`config.mk`:
```
export PLATFORM = sky130hd
export DESIGN_NAME = accel_burst_exp_smoother_unit
export DESIGN_NICKNAME = d
export VERILOG_FILES = /design/src/abes_pkg.sv /design/src/abes_front.sv /design/src/abes_fifo.sv /design/src/abes_back.sv /design/src/accel_burst_exp_smoother_unit.sv
export SDC_FILE = /design/constraint.sdc
export NUM_CORES = 2
export LEC_CHECK = 0
export ABC_AREA = 1
export BUFFER_PORTS_ARGS = -buffer_cell sky130_fd_sc_hd__buf_2
export CAP_MARGIN = 20
export CELL_PAD_IN_SITES_DETAIL_PLACEMENT = 0
export CELL_PAD_IN_SITES_GLOBAL_PLACEMENT = 1
export CORE_MARGIN = 2
export CORE_UTILIZATION = 54
export CTS_CLUSTER_DIAMETER = 60
export DETAILED_ROUTE_END_ITERATION = 8
export PLACE_DENSITY = 0.89
export SKIP_LAST_GASP = 1
export SLEW_MARGIN = 10
export SYNTH_ARGS = -nofsm -noshare
export SYNTH_HDL_FRONTEND = slang
export SYNTH_SLANG_ARGS = --single-unit
```
`constraint.sdc`:
```
create_clock -name i_clk -period 11.01 [get_ports i_clk]
set_clock_uncertainty 0.1 [all_clocks]
set_input_delay 0.5505 -clock i_clk [delete_from_list [all_inputs] [get_ports i_clk]]
set_output_delay 0.5505 -clock i_clk [all_outputs]
set_load 0.005 [all_outputs]
```
`src/abes_pkg.sv`:
```
// Shared types and constants for the accelerometer burst smoother.
// Used by every module of the block; depends on nothing.

package abes_pkg;

    localparam int FRAC_BITS = 16;
    localparam int STATE_W   = 17 + FRAC_BITS;   // signed Q17.FRAC filter state
    localparam int K_W       = 16;               // smoothing weight, Q0.16
    localparam int SAMPLE_W  = 16;
    localparam int AXIS_W    = 2;
    localparam int POS_W     = 3;
    localparam int FIFO_AW   = 2;                // four-entry sample queue

    localparam logic [K_W-1:0]    K_RESET   = 16'd62259;   // 0.95
    localparam logic [POS_W-1:0]  POS_LAST  = 3'd5;        // Z high byte
    localparam logic [AXIS_W-1:0] AXIS_X    = 2'd0;
    localparam logic [AXIS_W-1:0] AXIS_Y    = 2'd1;
    localparam logic [AXIS_W-1:0] AXIS_Z    = 2'd2;
    localparam int                NUM_AXES  = 3;

    localparam logic [2:0] REG_SMOOTHING = 3'd0;  // byte address of smoothing_factor

    // one assembled sample as handed from the front to the filter
    typedef struct packed {
        logic [AXIS_W-1:0]          axis;
        logic signed [SAMPLE_W-1:0] raw;
        logic                       done;
    } t_sample;

    typedef struct packed {
        logic full;
        logic empty;
    } t_fifo_status;

endpackage

```
`src/abes_front.sv`:
```
// Byte assembler: pairs received bytes into signed samples and tags axis/end of burst.
// Depends on abes_pkg.

module abes_front (
    input  logic                     i_clk,
    input  logic                     i_rst_n,
    input  logic                     i_valid,
    input  logic [7:0]               i_byte,
    input  logic                     i_frame_start,
    input  abes_pkg::t_fifo_status   i_fifo_status,
    output logic                     o_ready,
    output logic                     o_push,
    output abes_pkg::t_sample        o_sample
);

    logic [abes_pkg::POS_W-1:0] r_pos, n_pos;
    logic [7:0]                 r_low, n_low;
    logic [abes_pkg::POS_W-1:0] w_pos;
    logic                       w_take;

    assign o_ready = !i_fifo_status.full;
    assign w_take  = i_valid && o_ready;

    always_comb begin
        // frame start (or an impossible position) restarts at the X low byte
        w_pos = (i_frame_start || (r_pos > abes_pkg::POS_LAST)) ? '0 : r_pos;
        n_pos = r_pos;
        n_low = r_low;
        o_push = 1'b0;
        o_sample.axis = w_pos[abes_pkg::POS_W-1:1];
        o_sample.raw  = $signed({i_byte, r_low});
        o_sample.done = (w_pos == abes_pkg::POS_LAST);
        if (w_take) begin
            if (!w_pos[0]) begin
                n_low = i_byte;
                n_pos = w_pos + 1'b1;
            end else begin
                o_push = 1'b1;
                n_pos  = o_sample.done ? '0 : w_pos + 1'b1;
            end
        end
    end

    always_ff @(posedge i_clk) begin
        if (!i_rst_n) begin
            r_pos <= '0;
            r_low <= '0;
        end else begin
            r_pos <= n_pos;
            r_low <= n_low;
        end
    end

endmodule

```
`src/abes_fifo.sv`:
```
// Short sample queue between the byte assembler and the filter.
// Depends on abes_pkg.

module abes_fifo (
    input  logic                   i_clk,
    input  logic                   i_rst_n,
    input  logic                   i_push,
    input  abes_pkg::t_sample      i_sample,
    input  logic                   i_pop,
    output abes_pkg::t_sample      o_sample,
    output abes_pkg::t_fifo_status o_status
);

    localparam int DEPTH = 1 << abes_pkg::FIFO_AW;

    abes_pkg::t_sample              r_mem [DEPTH];
    logic [abes_pkg::FIFO_AW-1:0]   r_wr, r_rd;
    logic [abes_pkg::FIFO_AW:0]     r_cnt;
    logic                           w_push, w_pop;

    assign o_status.full  = (r_cnt == (abes_pkg::FIFO_AW+1)'(DEPTH));
    assign o_status.empty = (r_cnt == '0);
    assign w_push   = i_push && !o_status.full;
    assign w_pop    = i_pop && !o_status.empty;
    assign o_sample = r_mem[r_rd];

    always_ff @(posedge i_clk) begin
        if (w_push) begin
            r_mem[r_wr] <= i_sample;
        end
    end

    always_ff @(posedge i_clk) begin
        if (!i_rst_n) begin
            r_wr  <= '0;
            r_rd  <= '0;
            r_cnt <= '0;
        end else begin
            if (w_push) r_wr <= r_wr + 1'b1;
            if (w_pop)  r_rd <= r_rd + 1'b1;
            case ({w_push, w_pop})
                2'b10:   r_cnt <= r_cnt + 1'b1;
                2'b01:   r_cnt <= r_cnt - 1'b1;
                default: r_cnt <= r_cnt;
            endcase
        end
    end

endmodule

```
`src/abes_back.sv`:
```
// Filter engine: per-axis EMA state, two-stage multiply/accumulate, output register.
// Depends on abes_pkg.

module abes_back (
    input  logic                                i_clk,
    input  logic                                i_rst_n,
    input  logic [abes_pkg::K_W-1:0]            i_k,
    input  abes_pkg::t_sample                   i_sample,
    input  logic                                i_avail,
    output logic                                o_pop,
    output logic                                o_valid,
    input  logic                                i_ready,
    output logic [abes_pkg::AXIS_W-1:0]         o_axis,
    output logic signed [abes_pkg::SAMPLE_W-1:0] o_raw,
    output logic signed [abes_pkg::SAMPLE_W-1:0] o_filt,
    output logic                                o_done
);

    localparam int SW   = abes_pkg::STATE_W;
    localparam int FB   = abes_pkg::FRAC_BITS;
    localparam int P1W  = SW + abes_pkg::K_W;      // state * k
    localparam int P2W  = abes_pkg::SAMPLE_W + 17; // raw * (1 - k)
    localparam longint HI_L = longint'(32767) <<< FB;
    localparam longint LO_L = -(longint'(32768) <<< FB);
    localparam logic signed [SW:0] HI = $signed((SW+1)'(HI_L));
    localparam logic signed [SW:0] LO = $signed((SW+1)'(LO_L));

    logic signed [SW-1:0] r_state [abes_pkg::NUM_AXES];

    // stage A -> B registers
    logic                               r_b_valid;
    logic [abes_pkg::AXIS_W-1:0]        r_b_axis;
    logic signed [abes_pkg::SAMPLE_W-1:0] r_b_raw, r_b_filt;
    logic                               r_b_done;
    logic signed [P1W-1:0]              r_b_p1;
    logic signed [P2W-1:0]              r_b_p2;

    // output register
    logic                               r_o_valid;
    logic [abes_pkg::AXIS_W-1:0]        r_o_axis;
    logic signed [abes_pkg::SAMPLE_W-1:0] r_o_raw, r_o_filt;
    logic                               r_o_done;

    logic                  w_b_ready, w_a_ready, w_hazard;
    logic signed [SW-1:0]  w_st, w_st_biased;
    logic signed [P1W-1:0] w_st_x, w_k_x, w_p1;
    logic signed [P2W-1:0] w_raw_x, w_omk_x, w_p2;
    logic signed [P1W:0]   w_acc;
    logic signed [SW:0]    w_next_full, w_next_clamp;
    logic signed [abes_pkg::SAMPLE_W-1:0] w_filt;

    assign w_b_ready = !r_o_valid || i_ready;
    assign w_a_ready = !r_b_valid || w_b_ready;
    // state of an axis still in stage B is not yet written back
    assign w_hazard  = r_b_valid && (r_b_axis == i_sample.axis);
    assign o_pop     = i_avail && w_a_ready && !w_hazard;

    // stage A: read state, old value truncated toward zero, both products
    always_comb begin
        w_st        = (i_sample.axis < abes_pkg::AXIS_W'(abes_pkg::NUM_AXES))
                      ? r_state[i_sample.axis] : '0;
        w_st_biased = w_st + (w_st[SW-1] ? SW'((1 << FB) - 1) : SW'(0));
        w_filt      = w_st_biased[FB +: abes_pkg::SAMPLE_W];
        w_st_x      = P1W'(w_st);
        w_k_x       = $signed(P1W'(i_k));
        w_p1        = w_st_x * w_k_x;
        w_raw_x     = P2W'(i_sample.raw);
        w_omk_x     = $signed(P2W'(17'h10000 - {1'b0, i_k}));
        w_p2        = w_raw_x * w_omk_x;
    end

    // stage B: sum, floor shift by 16, clamp
    always_comb begin
        w_acc        = (P1W+1)'(r_b_p1) + ((P1W+1)'(r_b_p2) <<< FB);
        w_next_full  = w_acc[P1W:abes_pkg::K_W];
        w_next_clamp = (w_next_full > HI) ? HI :
                       (w_next_full < LO) ? LO : w_next_full;
    end

    always_ff @(posedge i_clk) begin
        if (o_pop) begin
            r_b_axis <= i_sample.axis;
            r_b_raw  <= i_sample.raw;
            r_b_done <= i_sample.done;
            r_b_filt <= w_filt;
            r_b_p1   <= w_p1;
            r_b_p2   <= w_p2;
        end
        if (r_b_valid && w_b_ready) begin
            r_o_axis <= r_b_axis;
            r_o_raw  <= r_b_raw;
            r_o_filt <= r_b_filt;
            r_o_done <= r_b_done;
        end
    end

    always_ff @(posedge i_clk) begin
        if (!i_rst_n) begin
            r_b_valid <= 1'b0;
            r_o_valid <= 1'b0;
            for (int i = 0; i < abes_pkg::NUM_AXES; i++) begin
                r_state[i] <= '0;
            end
        end else begin
            if (w_a_ready) r_b_valid <= o_pop;
            if (w_b_ready) r_o_valid <= r_b_valid;
            if (r_b_valid && w_b_ready &&
                r_b_axis < abes_pkg::AXIS_W'(abes_pkg::NUM_AXES)) begin
                r_state[r_b_axis] <= w_next_clamp[SW-1:0];
            end
        end
    end

    assign o_valid = r_o_valid;
    assign o_axis  = r_o_axis;
    assign o_raw   = r_o_raw;
    assign o_filt  = r_o_filt;
    assign o_done  = r_o_done;

endmodule

```
`src/accel_burst_exp_smoother_unit.sv`:
```
// Top level of the accelerometer burst smoother: config register, assembler, queue, filter.
// Depends on abes_pkg, abes_front, abes_fifo, abes_back.
//
//  channel   | dir | handshake              | payload
//  ----------+-----+------------------------+-------------------------------------------
//  s_axis    | in  | s_axis_tvalid/tready   | tdata[7:0] rx_byte, tuser[0] frame_start
//  m_axis    | out | m_axis_tvalid/tready   | tdata raw/filtered, tuser axis, tlast done
//  apb cfg   | in  | psel & penable & pwrite| smoothing_factor at address 0
//
// One byte word is taken per cycle while the sample queue is not full; a result comes out for every second byte.
// The result word is registered in the queue when the high byte is taken, then in the stage B
// registers after the multiply, then in the output register after the accumulate.
// Two samples of the same axis back to back in the queue are not taken in a row: the second
// waits until the first has written the axis state back.
// s_axis_tready drops only when the four-entry sample queue is full; m_axis stalls
// backpressure the filter stages and then the queue.
// Reset (i_rst_n, synchronous) clears byte position, held byte, queue, pipeline valids and axis states, k to 0.95.

module accel_burst_exp_smoother_unit (
    input  logic        i_clk,
    input  logic        i_rst_n,
    // input byte stream
    input  logic        s_axis_tvalid,
    output logic        s_axis_tready,
    input  logic [7:0]  s_axis_tdata,   // [7:0] rx_byte
    input  logic [0:0]  s_axis_tuser,   // [0] frame_start
    // result stream
    output logic        m_axis_tvalid,
    input  logic        m_axis_tready,
    output logic [31:0] m_axis_tdata,   // [15:0] raw_sample, [31:16] filtered_sample
    output logic [1:0]  m_axis_tuser,   // [1:0] axis
    output logic        m_axis_tlast,   // frame_done
    // configuration
    input  logic        psel,
    input  logic        penable,
    input  logic        pwrite,
    input  logic [2:0]  paddr,
    input  logic [31:0] pwdata,
    output logic [31:0] prdata,
    output logic        pready
);

    logic [abes_pkg::K_W-1:0]  r_k;
    logic                      w_cfg_hit;

    logic                      w_push, w_pop;
    abes_pkg::t_sample         w_front_sample, w_q_sample;
    abes_pkg::t_fifo_status    w_q_status;

    logic signed [abes_pkg::SAMPLE_W-1:0] w_raw, w_filt;

    // register index is paddr / 4; only index 0 exists
    assign pready    = 1'b1;
    assign w_cfg_hit = (paddr[2] == abes_pkg::REG_SMOOTHING[2]);
    assign prdata    = w_cfg_hit ? 32'(r_k) : '0;

    always_ff @(posedge i_clk) begin
        if (!i_rst_n) begin
            r_k <= abes_pkg::K_RESET;
        end else if (psel && penable && pwrite && pready && w_cfg_hit) begin
            r_k <= pwdata[abes_pkg::K_W-1:0];
        end
    end

    abes_front u_front (
        .i_clk         (i_clk),
        .i_rst_n       (i_rst_n),
        .i_valid       (s_axis_tvalid),
        .i_byte        (s_axis_tdata),
        .i_frame_start (s_axis_tuser[0]),
        .i_fifo_status (w_q_status),
        .o_ready       (s_axis_tready),
        .o_push        (w_push),
        .o_sample      (w_front_sample)
    );

    abes_fifo u_fifo (
        .i_clk    (i_clk),
        .i_rst_n  (i_rst_n),
        .i_push   (w_push),
        .i_sample (w_front_sample),
        .i_pop    (w_pop),
        .o_sample (w_q_sample),
        .o_status (w_q_status)
    );

    abes_back u_back (
        .i_clk    (i_clk),
        .i_rst_n  (i_rst_n),
        .i_k      (r_k),
        .i_sample (w_q_sample),
        .i_avail  (!w_q_status.empty),
        .o_pop    (w_pop),
        .o_valid  (m_axis_tvalid),
        .i_ready  (m_axis_tready),
        .o_axis   (m_axis_tuser),
        .o_raw    (w_raw),
        .o_filt   (w_filt),
        .o_done   (m_axis_tlast)
    );

    assign m_axis_tdata = {w_filt, w_raw};

endmodule

```
==> flow_metrics.py <==
metrics = {
    "status": {
        "outcome": "completed",
    },
    "critical_path": {
        "worstPathArrival_ps": 9720,
        "crit_path_max_fanout": 20,
        "crit_path_start_kind": "flop",
        "critPathKind": "reg2reg",
        "cp.required_ps": 11280,
        "cp-end-kind": "flop",
    },
    "finish": {
        "area_growth_pct": 7.23,
        "fin_nets": 6461,
        "drive_gt1_share_pct": 5.76,
        "n_fill_cell": 7476,
        "ff_latch_area_um2": 11100,
        "mostFrequentLayoutCells": "1,114 x inv_1, 1,101 x nand2_1, 706 x fa_1",
        "layout_commonest_cell": "inv_1",
        "multi_input_area_um2": 29500,
    },
    "logic_synthesis": {
        "yosysWarnings": 0,
        "synth-seq-cells": 382,
        "synth_flop_cell": "edfxtp_1",
        "synth_cell_types": 53,
        "async_flop_share_pct": 0,
        "synth_edf_count": 344,
        "syn_area_um2": 45700,
        "ys_seq_area_share_pct": 24.3,
        "netlist_instances": 5334,
        "syn_avg_cell_area_um2": 8.56,
    },
    "clocking": {
        "cts_resized": 0,
        "clkSinkCount": 382,
        "path_clk_slew_ps": 60,
        "holdBufCountCts": 0,
        "cts_inserted_buffers": 45,
        "cts_setup_buffers": 0,
        "cts_tree": "done",
        "cts_root_buffer": "clkbuf_16",
        "clk_latency_ps": 610,
        "clk_path_buf_depth": 3,
        "htreeDepth": 2,
    },
    "place": {
        "routabilityCongestion": 1.02,
        "dp_hpwl_um": 105000,
        "io_buffers": 85,
    },
    "detailed_routing": {
        "viasPerCell": 5.43,
        "vias": 35800,
        "wl_per_cell_um": 20.4,
        "drt_first_iter_violations": 3063,
        "final_antenna_net_count": 0,
        "wl_um": 135000,
        "firstDrtPassIters": 6,
        "post-route-drc-count": 0,
    },
    "sta": {
        "timing.final.crit_share_pct": 85.9,
        "min_period_ps": 9450,
        "slew_headroom_pct": 29.7,
        "setup_viol": 0,
        "fmax_ghz": 0.106,
        "rsz0062_at_grt": "false",
        "tightest_slew_ps": 1060,
        "final_hold_viol_count": 0,
        "finalSetupTns_ps": 0,
        "drv_slew": 0,
    },
    "floorplanning": {
        "die-area_um2": 86900,
        "io_pins": 121,
        "start_util_pct": 54.6,
        "coreArea_um2": 83700,
        "die_w_um": 295,
        "die_h_um": 295,
        "num_rows": 106,
    },
    "hold_path": {
        "hold_path_class": "in2reg",
    },
    "grt": {
        "grt_max_degree": 77,
        "antenna_found_initial": 3,
        "grt_pass1_wl_um": 209000,
        "overflow": 0,
        "grtUsageTotal_pct": 32.0,
        "grt_pass1_vias": 36300,
    },
    "job": {
        "maxCapViolCount": 0,
    },
}
[flip-flops by register name, indices dropped and copies added, names as in the netlist, named ones only]
name,flops
u_fifo.r_cnt,3
u_front.r_low,8
u_front.r_pos,3
u_back.o_raw,16
u_fifo.r_mem,76
u_back.r_state,132
u_back.r_b_filt,16
u_back.r_b_done,1
u_back.r_b_axis,2
u_fifo.r_rd,2
u_back.r_b_valid,1
r_k,16
u_back.r_b_raw,16
u_back.o_valid,1
u_back.r_b_p2,33
u_back.o_axis,2
u_back.r_b_p1,33
u_back.o_done,1
u_fifo.r_wr,2
u_back.o_filt,16
[layer usage]
metal | GRT usage (%) | vias to the layer above | routed length (um)
met3 | 7.68 | 314 | 14200
met1 | 44.1 | 17500 | 55200
met5 | 0 | - | 55
li1 | - | 16300 | -
met4 | 10.5 | 8 | 5100
met2 | 50.0 | 1658 | 60100
[logic make-up (layout without fill, tap and decap cells)]
kind of cell / Yosys count / after routing / synth area share (%)
compound gates: 429 / 429 / 5.20
buf+inv: 1344 / 1415 / 11.4
mux: 1 / 1 / 0.0219
fa+ha+maj: 993 / 993 / 38.8
xor+xnor: 96 / 96 / 1.86
other cells: 2 / 51 / 0.0164
flops: 382 / 382 / 24.3
simple gates: 2087 / 2087 / 18.4
[area by class of cell]
cell class	count	area share [%]
sequential	382	22.6
multi-input combinational	3656	60.3
clock inverter	31	0.669
inverter	1172	8.99
tap	1134	2.90
timing repair buffer	160	2.07
clock buffer	52	2.41
antenna	1	0.00511
[stage by stage]
step	hold slack (ps)	area (um^2)	worst slack, ps	std cells	util (%)
floorplan	300	45900	3610	5382	-
global placement	302	47500	1690	6504	56.7
detailed placement	305	47500	1670	6504	56.7
CTS	39.4	49000	1610	6587	58.5
global route	53.0	49000	1100	6587	58.5
finish	70.1	49000	1560	6588	58.5
[synth_stat cells, types with 29 or more instances]
master	number	area [um^2]
dfxtp_1	38	761
a21oi_1	218	1090
xor2_1	59	517
edfxtp_1	344	10300
clkinv_1	33	124
clkbuf_1	112	420
buf_4	29	218
nor2_1	695	2610
xnor2_1	36	315
o21ai_0	117	586
fa_1	706	14100
nand2_1	1101	4130
nand3_1	146	731
ha_1	287	3590
inv_1	1116	4190
nand4_1	47	294
[critical path, stage by stage, from the launching register on]
cell	delay [ps]
dfxtp_1	790
inv_2	200
nand3_1	160
nand2_2	300
inv_2	250
nor2_1	60
o21ai_0	570
and2_1	460
clkinv_1	430
nor2_1	290
inv_1	130
fa_1	640
fa_1	710
inv_1	220
fa_1	520
inv_1	50
fa_1	470
inv_1	50
fa_1	520
inv_1	50
fa_1	520
inv_1	40
ha_1	400
nand4_1	200
nor4_1	480
o21ai_0	170
nand3_1	130
xor2_1	280
[final timing paths]
check / cells past startpoint / endpoint / start / slack (ps)
hold / removal: 3 / r_k[0] / pwdata[0] / 70
setup reg to reg: 27 / u_back.r_b_p1[47] / flop / 1560
setup / recovery: 27 / u_back.r_b_p1[47] / flop / 1560
hold reg to reg: 0 / u_back.o_filt[6] / u_back.r_b_filt[6] / 320
Power is left out: the tool's default activity adds up to more than one toggle a clock period on the data nets, which glitch-free logic cannot reach.
